===== config.mk =====
export PLATFORM = sky130hd
export DESIGN_NAME = vehicle_power_mode_sequencer
export DESIGN_NICKNAME = d
export VERILOG_FILES = /design/src/vpms_pkg.sv /design/src/vehicle_power_mode_sequencer.sv
export SDC_FILE = /design/constraint.sdc
export NUM_CORES = 1
export LEC_CHECK = 0
export ABC_AREA = 1
export BUFFER_PORTS_ARGS = -buffer_cell sky130_fd_sc_hd__buf_2
export CAP_MARGIN = 10
export CORE_ASPECT_RATIO = 1.1
export CORE_UTILIZATION = 26
export CTS_CLUSTER_DIAMETER = 100
export CTS_CLUSTER_SIZE = 14
export DETAILED_ROUTE_END_ITERATION = 10
export PLACE_DENSITY = 0.49
export SLEW_MARGIN = 20
export SYNTH_ARGS = -nofsm -noshare
export SYNTH_HDL_FRONTEND = slang
export SYNTH_SLANG_ARGS = --single-unit

===== constraint.sdc =====
create_clock -name clk -period 3.2 [get_ports clk]
set_clock_uncertainty 0.1 [all_clocks]
set_input_delay 0.64 -clock clk [delete_from_list [all_inputs] [get_ports clk]]
set_output_delay 0.64 -clock clk [all_outputs]
set_load 0.01 [all_outputs]

===== src/vpms_pkg.sv =====
// ----------------------------------------------------------------------------
// vpms_pkg: shared types and constants of the vehicle power mode sequencer
// Mode codes, register indexes, reset values and the word types of the
// input and result channels.
// ----------------------------------------------------------------------------
package vpms_pkg;

  // Power mode codes, as shown on mode_code
  localparam logic [2:0] MODE_OFF = 3'd0;
  localparam logic [2:0] MODE_ACC = 3'd1;
  localparam logic [2:0] MODE_IGN = 3'd2;
  localparam logic [2:0] MODE_EV  = 3'd3;
  localparam logic [2:0] MODE_ENG = 3'd4;

  // Configuration register indexes
  localparam int unsigned CFG_IDX_W = 2;
  localparam int unsigned CFG_DATA_W = 16;
  localparam logic [CFG_IDX_W-1:0] REG_ENG_START = 2'd0;
  localparam logic [CFG_IDX_W-1:0] REG_ENG_STOP  = 2'd1;
  localparam logic [CFG_IDX_W-1:0] REG_ACC_TMO   = 2'd2;
  localparam logic [CFG_IDX_W-1:0] REG_IGN_TMO   = 2'd3;

  // Register reset values
  localparam logic [7:0]  ENG_START_RST = 8'd20;
  localparam logic [7:0]  ENG_STOP_RST  = 8'd0;
  localparam logic [15:0] ACC_TMO_RST   = 16'd5000;
  localparam logic [15:0] IGN_TMO_RST   = 16'd10000;

  // Default countdown width
  localparam int unsigned COUNT_WIDTH_DEF = 16;

  typedef struct packed {
    logic       switch_pressed;
    logic       switch_changed;
    logic       shift_in_park;
    logic       brake_applied;
    logic [7:0] pedal_level;
  } in_word_t;

  typedef struct packed {
    logic [7:0] drive_level;
    logic       meter_enabled;
    logic [7:0] meter_value;
    logic       info_enabled;
    logic [2:0] mode_code;
    logic       ready_shown;
    logic       gear_letter_drive;
  } out_word_t;

endpackage


===== src/vehicle_power_mode_sequencer.sv =====
// ----------------------------------------------------------------------------
// vehicle_power_mode_sequencer: power mode and auto-off sequencer
// Takes one tick word per item and returns one status word per item.
// ----------------------------------------------------------------------------
// Path: the input register takes each accepted word and feeds the mode and
//   countdown update, which loads the result register.
// Throughput: one word per cycle; the result register frees each cycle the
//   result side takes a word, so input and output stall only on out_ready.
// Reset (rst_n low, synchronous): mode off, countdown zero, registers at
//   their default values, both pipeline stages empty.
module vehicle_power_mode_sequencer
  import vpms_pkg::*;
#(
  parameter int unsigned COUNT_WIDTH = COUNT_WIDTH_DEF
) (
  input  logic                  clk,
  input  logic                  rst_n,
  // input channel
  input  logic                  in_valid,
  output logic                  in_ready,
  input  in_word_t              in_data,
  // result channel
  output logic                  out_valid,
  input  logic                  out_ready,
  output out_word_t             out_data,
  // configuration port
  input  logic                  cfg_we,
  input  logic [CFG_IDX_W-1:0]  cfg_index,
  input  logic [CFG_DATA_W-1:0] cfg_wdata
);

  // Largest value the countdown holds; timeouts above it saturate.
  localparam longint unsigned CntMax = (64'd1 << COUNT_WIDTH) - 64'd1;
  localparam logic [31:0] CntMax32 = CntMax[31:0];

  // --------------------------------------------------------------------------
  // Configuration registers
  // --------------------------------------------------------------------------
  logic [7:0]  eng_start_r;
  logic [7:0]  eng_stop_r;
  logic [15:0] acc_tmo_r;
  logic [15:0] ign_tmo_r;

  always_ff @(posedge clk) begin
    if (!rst_n) begin
      eng_start_r <= ENG_START_RST;
      eng_stop_r  <= ENG_STOP_RST;
      acc_tmo_r   <= ACC_TMO_RST;
      ign_tmo_r   <= IGN_TMO_RST;
    end else if (cfg_we) begin
      unique case (cfg_index)
        REG_ENG_START: eng_start_r <= cfg_wdata[7:0];
        REG_ENG_STOP:  eng_stop_r  <= cfg_wdata[7:0];
        REG_ACC_TMO:   acc_tmo_r   <= cfg_wdata;
        REG_IGN_TMO:   ign_tmo_r   <= cfg_wdata;
        default: ;
      endcase
    end
  end

  // Countdown reload values, saturated to the countdown width
  logic [31:0]            acc_tmo_ext;
  logic [31:0]            ign_tmo_ext;
  logic [COUNT_WIDTH-1:0] acc_load;
  logic [COUNT_WIDTH-1:0] ign_load;

  assign acc_tmo_ext = {16'd0, acc_tmo_r};
  assign ign_tmo_ext = {16'd0, ign_tmo_r};
  assign acc_load = (acc_tmo_ext > CntMax32) ? CntMax32[COUNT_WIDTH-1:0]
                                             : acc_tmo_ext[COUNT_WIDTH-1:0];
  assign ign_load = (ign_tmo_ext > CntMax32) ? CntMax32[COUNT_WIDTH-1:0]
                                             : ign_tmo_ext[COUNT_WIDTH-1:0];

  // --------------------------------------------------------------------------
  // Pipeline control: input register feeds the result register
  // --------------------------------------------------------------------------
  logic      s1_valid_r, s1_valid_nxt;
  in_word_t  s1_data_r;
  logic      out_valid_r, out_valid_nxt;
  out_word_t out_data_r, out_data_nxt;
  logic      in_fire;
  logic      advance;

  // Move the held word on when the result register is empty or being taken.
  assign advance  = s1_valid_r && (!out_valid_r || out_ready);
  assign in_ready = !s1_valid_r || advance;
  assign in_fire  = in_valid && in_ready;

  always_comb begin
    s1_valid_nxt = s1_valid_r;
    if (in_fire) begin
      s1_valid_nxt = 1'b1;
    end else if (advance) begin
      s1_valid_nxt = 1'b0;
    end
  end

  always_comb begin
    out_valid_nxt = out_valid_r;
    if (advance) begin
      out_valid_nxt = 1'b1;
    end else if (out_ready) begin
      out_valid_nxt = 1'b0;
    end
  end

  // --------------------------------------------------------------------------
  // Mode and countdown update for the word in the input register
  // --------------------------------------------------------------------------
  logic [2:0]             mode_r, mode_nxt;
  logic [COUNT_WIDTH-1:0] cnt_r, cnt_nxt;
  logic [2:0]             mode_cur;
  logic [COUNT_WIDTH-1:0] cnt_dec;
  logic [COUNT_WIDTH-1:0] cnt_mid;
  logic                   cnt_zero;
  logic [7:0]             speed;
  logic                   full_on;
  logic                   sw_on;
  logic                   evt;
  logic                   park;

  assign sw_on   = s1_data_r.switch_pressed;
  assign evt     = s1_data_r.switch_changed;
  assign park    = s1_data_r.shift_in_park;
  // Speed reads as zero with the brake on or the shift in park.
  assign speed   = (s1_data_r.brake_applied || park) ? 8'd0 : s1_data_r.pedal_level;
  assign full_on = sw_on && park && s1_data_r.brake_applied;

  // Treat a mode code without meaning as off.
  assign mode_cur = (mode_r > MODE_ENG) ? MODE_OFF : mode_r;

  // Decrement, stop at zero.
  assign cnt_dec = (cnt_r != '0) ? (cnt_r - 1'b1) : cnt_r;

  // Result word from the mode held at the start of the tick, plus the
  // reload that accessory and ignition-on apply while out of park.
  always_comb begin
    cnt_mid      = cnt_dec;
    out_data_nxt = '0;
    out_data_nxt.info_enabled      = 1'b1;
    out_data_nxt.gear_letter_drive = !park;
    unique case (mode_cur)
      MODE_ACC: begin
        out_data_nxt.mode_code = MODE_ACC;
        if (!park) begin
          cnt_mid = acc_load;
        end
      end
      MODE_IGN: begin
        out_data_nxt.mode_code     = MODE_IGN;
        out_data_nxt.meter_enabled = 1'b1;
        if (!park) begin
          cnt_mid = ign_load;
        end
      end
      MODE_EV, MODE_ENG: begin
        out_data_nxt.mode_code     = mode_cur;
        out_data_nxt.drive_level   = speed;
        out_data_nxt.meter_enabled = 1'b1;
        out_data_nxt.meter_value   = speed;
        out_data_nxt.ready_shown   = 1'b1;
      end
      default: begin
        out_data_nxt.info_enabled = 1'b0;
      end
    endcase
  end

  assign cnt_zero = (cnt_mid == '0);

  // Mode transition; switch events win over expiry and speed checks.
  always_comb begin
    mode_nxt = mode_cur;
    cnt_nxt  = cnt_mid;
    unique case (mode_cur)
      MODE_OFF: begin
        if (evt && full_on) begin
          mode_nxt = MODE_EV;
        end else if (evt && sw_on) begin
          cnt_nxt  = acc_load;
          mode_nxt = MODE_ACC;
        end
      end
      MODE_ACC: begin
        if (evt) begin
          if (full_on) begin
            mode_nxt = MODE_EV;
          end else if (sw_on) begin
            cnt_nxt  = ign_load;
            mode_nxt = MODE_IGN;
          end
        end else if (cnt_zero) begin
          mode_nxt = MODE_OFF;
        end
      end
      MODE_IGN: begin
        if (evt) begin
          if (full_on || sw_on) begin
            mode_nxt = full_on ? MODE_EV : MODE_OFF;
          end
        end else if (cnt_zero) begin
          mode_nxt = MODE_OFF;
        end
      end
      MODE_EV: begin
        if (evt) begin
          if (full_on) begin
            mode_nxt = MODE_OFF;
          end
        end else if (speed >= eng_start_r) begin
          mode_nxt = MODE_ENG;
        end
      end
      default: begin
        // engine drive
        if (evt) begin
          if (full_on) begin
            mode_nxt = MODE_OFF;
          end
        end else if (speed <= eng_stop_r) begin
          mode_nxt = MODE_EV;
        end
      end
    endcase
  end

  // --------------------------------------------------------------------------
  // Registers
  // --------------------------------------------------------------------------
  always_ff @(posedge clk) begin
    if (!rst_n) begin
      s1_valid_r  <= 1'b0;
      out_valid_r <= 1'b0;
      mode_r      <= MODE_OFF;
      cnt_r       <= '0;
    end else begin
      s1_valid_r  <= s1_valid_nxt;
      out_valid_r <= out_valid_nxt;
      if (advance) begin
        mode_r <= mode_nxt;
        cnt_r  <= cnt_nxt;
      end
    end
  end

  // Payload: hold unless a new word moves in.
  always_ff @(posedge clk) begin
    if (in_fire) begin
      s1_data_r <= in_data;
    end
    if (advance) begin
      out_data_r <= out_data_nxt;
    end
  end

  assign out_valid = out_valid_r;
  assign out_data  = out_data_r;

endmodule


==> results of run 1 <==
==> through the flow <==
step	hold WS [ps]	power (µW)	util	setup WS (ps)
3_3_place_gp	354.2	3124	0.2950	604.3
3_5_place_dp	356.4	3117	0.2950	584.4
6_report	347.9	4247	0.3102	643.9
4_1_cts	333.7	4283	0.3102	577.4
5_1_grt	335.1	4619	0.3102	204.4
2_1_floorplan	335.3	2719	-	632.0
==> synth_stat cells, types with 11 or more instances <==
master      n  area, µm²
nor3_1     11      55.05
o21ai_0    94      470.5
a21oi_1    66      330.3
nand2_1   183      686.9
inv_1     100      375.4
edfxtp_1   27      810.8
clkbuf_1   24      90.09
nor2_1     65      244.0
o211ai_1   22      165.2
dfxtp_1    69       1381
nand3_1    55      275.3
ha_1       18      225.2
==> per-layer routing <==
layer / share of wire / global-route usage / vias up
met3: 0.033 / 0.02149 / 25
met2: 0.45 / 0.2388 / 93
li1: - / - / 2713
met5: 0 / 0 / -
met4: 0.025 / 0.07527 / 0
met1: 0.49 / 0.2018 / 2348
==> flip-flops by register name (all words and copies together) (netlist names), 3 cells and up <==
name / cells
acc_tmo_r: 16
cnt_r: 16
eng_start_r: 8
eng_stop_r: 8
ign_tmo_r: 16
mode_r: 3
out_data: 15
s1_data_r: 9
==> cells by family (layout without fill, tap and decap cells) <==
family,Yosys count,after routing,synth area share
and+or+nand+nor,336,336,0.2587
AOI/OAI and AO/OA,199,199,0.1950
buffers and inverters,150,195,0.1113
DFF,96,96,0.3931
adders and majority gates,18,18,0.04039
xor gates and xnor gates,1,1,0.001571
==> final cells by class <==
type	count	area share
multi-input cells	554	0.4288
flip-flops and latches	96	0.3401
repair buffers	71	0.06366
clock buffers	10	0.03882
clock inverters	6	0.01009
well taps	285	0.05532
inverters	108	0.06328
==> report_power, final <==
part	switching (µW)	total [µW]	internal [µW]
Combinational	1120	1690	563
Clock	549	1150	602
Sequential	71.0	1410	1340
==> critical path, stage by stage, from the launching register on <==
cell      delay [ps]
edfxtp_1         390
nor2_1           220
inv_1            240
nor2_1           220
ha_1             270
nand2_1           90
inv_1             40
nand2_1           50
nand2_1           60
a211oi_1         200
a21oi_1           90
nor2_1           150
nand2_1           60
nand2_1           80
inv_1             70
nand3_1           80
nand2_1           50
inv_1             40
==> worst min path at each step <==
stage                               startpoint                         end
global placement    eng_stop_r[5]$_SDFFE_PN0P_  eng_stop_r[5]$_SDFFE_PN0P_
global route                        in_data[2]      s1_data_r[2]$_DFFE_PP_
CTS                                 in_data[2]      s1_data_r[2]$_DFFE_PP_
detailed placement  eng_stop_r[5]$_SDFFE_PN0P_  eng_stop_r[5]$_SDFFE_PN0P_
finish                              in_data[2]      s1_data_r[2]$_DFFE_PP_
floorplan           eng_stop_r[4]$_SDFFE_PN0P_  eng_stop_r[4]$_SDFFE_PN0P_
==> impl_metrics.yaml, run 1 <==
global_route:
  grt_pass1_vias: 4947
  grt_overflow_total: 0
  grt_usage: 0.1513
  grt_max_degree: 30
  grt_antenna_before_repair: 0
  grt_pass1_wl_mm: 25.79
clock_network:
  path_clk_slew_ps: 70
  ctsHoldBuffers: 0
  cts.path.max_buffers: 2
  cts_root_buffer: "clkbuf_16"
  clock_latency_ps: 370
  cts_setup_buffers: 0
  cts-resized-gates: 0
  cts_max_level: 3
  cts_inserted_buffers: 9
  cts_tree: "done"
  cts_sinks: 96
synthesis:
  ys.warnings.count: 0
  ys_ff_latch: 96
  ys_types: 35
  postSynth.asyncResetShare: 0
  syn_avg_cell_area_um2: 6.971
  synth_fp_nets: 853
  synth_cells: 800
  synth-main-ff-cell: "dfxtp_1"
  syn_area_mm2: 0.005577
  seq_area_frac_synth: 0.3931
  synth_edf_count: 27
timing:
  period_minus_slack_ps: 2556
  finalSetupTns_ps: 0
  setup_violations: 0
  worst_pin_slew_ps: 684.6
  finalCritPeriodShare: 0.7988
  drv_slew: 0
  final_hold_viol_count: 0
  max_slew_margin: 0.5401
  rsz0062_at_grt: "no"
  clock.fmax_mhz: 391.2
final_layout:
  layout_commonest_cell: "nand2_1"
  antenna_cells: 0
  layout-drive-gt1-share: 0.1302
  fin_area_mm2: 0.006446
  layout.cells.most_common_list: "nand2_1, inv_1, o21ai_0, dfxtp_1, a21oi_1"
  syn_to_final_growth_pct: 15.59
  nets: 893
  multi_input_area_mm2: 0.002764
  regArea_mm2: 0.002192
  fill_cells: 2362
  final_cells: 1130
worst_setup_path:
  crit_end: "mode_r[0]$_SDFFE_PN0P_"
  crit_path_start: "s1_data_r[8]$_DFFE_PP_"
  end_kind: "register"
  rrSetupSlack_ps: 640
  crit_type: "reg2reg"
  crit_fanout: 14
  r2r-end: "mode_r[0]$_SDFFE_PN0P_"
  required_ps: 3410
  critPathLaunchType: "register"
  r2r-start: "s1_data_r[8]$_DFFE_PP_"
  reg2regPathDepth: 17
  arrival_ps: 2770
route:
  wire_per_inst_um: 13.84
  viasPerCell: 4.583
  drcViolationCount: 0
  ant_nets: 0
  dr.first_iter.drc_count: 327
  num_vias: 5179
  dr.pass1.iters: 4
  drt_wl_total_mm: 15.64
placed_design:
  io_buffers: 59
  dp_cells: 1114
  place_area_mm2: 0.006131
  gp_congestion: 0.8619
  hpwl_mm: 11.97
pwr:
  p_leak_uw: 0.002832
  p_per_area_mw_per_mm2: 658.8
  vdd_drop_max_uv: 256.2
die:
  rows: 55
  initial_utilization: 0.2683
  io_pins: 60
  die_area_mm2: 0.02204
  die_w_um: 141.6
  fp.coreArea_mm2: 0.02078
  dieHeight_um: 155.6
job:
  cap_violations: 0
status:
  status: "completed"
hold_path:
  min_path_type: "in2reg"
  hold_depth: 1
(Power assumes the default switching activity.)
==> run 2: changes to the inputs <==
--- a/config.mk
+++ b/config.mk
@@ -5,7 +5,7 @@
 export SDC_FILE = /design/constraint.sdc
 export NUM_CORES = 1
 export LEC_CHECK = 0
-export ABC_AREA = 1
+export ABC_AREA = 0
 export BUFFER_PORTS_ARGS = -buffer_cell sky130_fd_sc_hd__buf_2
 export CAP_MARGIN = 10
 export CORE_ASPECT_RATIO = 1.1
==> constraint.sdc (replaced) <==
create_clock -name clk -period 2.5 [get_ports clk]
set_clock_uncertainty 0.1 [all_clocks]
set_input_delay 0.5 -clock clk [delete_from_list [all_inputs] [get_ports clk]]
set_output_delay 0.5 -clock clk [all_outputs]
set_load 0.01 [all_outputs]
==> impl_metrics.yaml, run 2 <==
status:
  status: "completed"
synthesis:
  synth_fp_nets: 732
  synth_area_leader_cell: "dfxtp_1"
  ys_ff_latch: 96
  seq_area_frac_synth: 0.3925
  synth-simple-area-share: 0.2352
  synth-main-ff-cell: "dfxtp_1"
  synth_adder_area_share: 0.04032
  synth_xor_area_frac: 0.01568
  synthTopCellsByCount: "nand2_1, dfxtp_1, a21oi_1, inv_1, clkbuf_1"
  synth_cells: 679
  synth-compound-area-share: 0.2283
  ys_types: 72
  syn_area_mm2: 0.005585
  ys.warnings.count: 0
  synth.area.mux_share: 0.01971
  synth.most_common_cell: "nand2_1"
  synth.area.top_cells: "dfxtp_1, edfxtp_1, nand2_1"
  synth_top_family_by_area: "simple AND/OR/NAND/NOR gates"
  yosys.area.top_type_share: 0.2473
  synth_edf_count: 27
  syn_avg_cell_area_um2: 8.226
  postSynth.asyncResetShare: 0
pwr:
  p_per_area_mw_per_mm2: 637.3
  p_int_uw: 3023
  p_seq_frac: 0.391
  power_switching_share: 0.3228
  power_frac_clock: 0.308
  power.total_uw: 4464
  vdd_drop_max_uv: 326.5
  switchingPower_uw: 1441
  p_leak_uw: 0.002711
  power_frac_comb: 0.301
worst_setup_path:
  required_ps: 2640
  crit_slowest_cell: "edfxtp_1"
  crit_fanout: 7
  critPathLaunchType: "register"
  end_kind: "register"
  path_delay_family: "compound AO/OA/AOI/OAI gates"
  path_cells: "nor2_2 > buf_6 > and2_4 > ha_4 > o21ai_2 > a2111o_1 > o22a_1 > nand3_2 > o2111ai_4 > nor3_2 > a21oi_1"
  crit_type: "reg2reg"
  critPathBufInv: 1
  arrival_ps: 2610
  max_stage_delay_ps: 400
route:
  ant_nets: 0
  dr.pass1.iters: 5
  dr.first_iter.drc_count: 380
  drcViolationCount: 0
  viasPerCell: 4.788
  num_vias: 5071
  drt_wl_total_mm: 16.88
  wire_per_inst_um: 15.94
placed_design:
  io_buffers: 59
  hpwl_mm: 12.75
  place_area_mm2: 0.006530
  dp_cells: 1038
  gp_congestion: 0.8975
clock_network:
  cts_root_buffer: "clkbuf_16"
  clock_latency_ps: 360
  ctsHoldBuffers: 0
  cts_inserted_buffers: 9
  cts_sinks: 96
  cts_tree: "done"
  path_clk_slew_ps: 70
  cts_max_level: 3
  cts.path.max_buffers: 2
final_layout:
  layout-drive-gt1-share: 0.2351
  antenna_cells: 0
  final_cells: 1059
  syn_to_final_growth_pct: 25.40
  fin_util: 0.3370
  layout.cells.most_common_list: "nand2_1, dfxtp_1, buf_4, buf_2"
  top_regs: "acc_tmo_r: 16 flops, cnt_r: 16 flops, ign_tmo_r: 16 flops"
  fin_area_mm2: 0.007004
  layout_commonest_cell: "nand2_1"
  nets: 822
timing:
  final_hold_viol_count: 0
  max_slew_margin: 0.4044
  drv_slew: 0
  rsz0062_at_grt: "yes"
  finalCritPeriodShare: 0.9877
  setup_violations: 0
  worst_pin_slew_ps: 892.5
  period_minus_slack_ps: 2469
  clock.fmax_mhz: 405.0
  hold_ws_ps: 218.7
job:
  cap_violations: 0
die:
  fp.coreArea_mm2: 0.02078
  dieHeight_um: 155.7
  initial_utilization: 0.2688
  die_area_mm2: 0.02207
  die_w_um: 141.7
  io_pins: 60
  rows: 55
global_route:
  grt_usage: 0.1584
  grt_overflow_total: 0
  grt_antenna_before_repair: 0
  grt_pass1_wl_mm: 26.95
  grt_pass1_vias: 4841
  grt_max_degree: 39
hold_path:
  min_path_type: "in2reg"
-- run 2: repair_timing --
action,CTS,global route
endpoints found under the setup margin,3,7
pin swaps,7,10
hold endpoints to repair,0,0
gates resized for setup,11,22
setup buffers,2,3
-- run 2: kinds of logic after synthesis --
logic type	count (synthesis)
buf+inv	90
flops	96
fa+ha+maj	18
xor+xnor	10
simple gates	264
mux	11
compound gates	190
-- run 2: final cells by class --
cell class / count / area (µm²)
clock buffers: 12 / 257.7
clock inverters: 4 / 27.53
fillers: 2233 / 13780
inverters: 38 / 142.6
multi-input cells: 493 / 3158
flip-flops and latches: 96 / 2193
well taps: 285 / 356.6
repair buffers: 131 / 868.3
-- run 2: routing by layer --
metal  vias to the layer above  part of all wire  track usage
li1                       2597                 -            -
met1                      2341              0.51       0.2240
met2                       114              0.44       0.2447
met3                        19             0.032      0.02363
met4                         0             0.019      0.05376
met5                         -                 0            0
-- run 2: power groups by stage --
stage | combinational, µW | clock (µW) | sequential [µW]
floorplan | 787 | 0 | 1780
global placement | 1270 | 0 | 1780
detailed placement | 1260 | 0 | 1780
CTS | 1280 | 1410 | 1750
global route | 1470 | 1480 | 1760
finish | 1340 | 1370 | 1750
-- run 2: through the flow --
stage | TNS, ps | setup WS (ps)
floorplan | 0 | 72.12
global placement | -232.9 | -132.5
global route | -276.0 | -95.49
detailed placement | -254.8 | -98.03
CTS | 0 | 5.691
finish | 0 | 30.76
-- run 2: worst register-to-register path, cell delays in order (launching register included) --
cell       delay [ps]
edfxtp_1          400
nor2_2            160
buf_6             130
and2_4            150
ha_4              130
o21ai_2            50
a2111o_1          400
o22a_1            240
nand3_2           130
o2111ai_4         150
nor3_2            240
a21oi_1            80
-- run 2: final timing paths --
check / start / endpoint / slack, ps / cells past startpoint
min reg2reg: ign_tmo_r[0]$_SDFFE_PN0P_ / ign_tmo_r[0]$_SDFFE_PN0P_ / 370 / 2
max: s1_data_r[8]$_DFFE_PP_ / mode_r[0]$_SDFFE_PN0P_ / 30 / 11
min: in_data[3] / s1_data_r[3]$_DFFE_PP_ / 220 / 1
max reg2reg: s1_data_r[8]$_DFFE_PP_ / mode_r[0]$_SDFFE_PN0P_ / 30 / 11
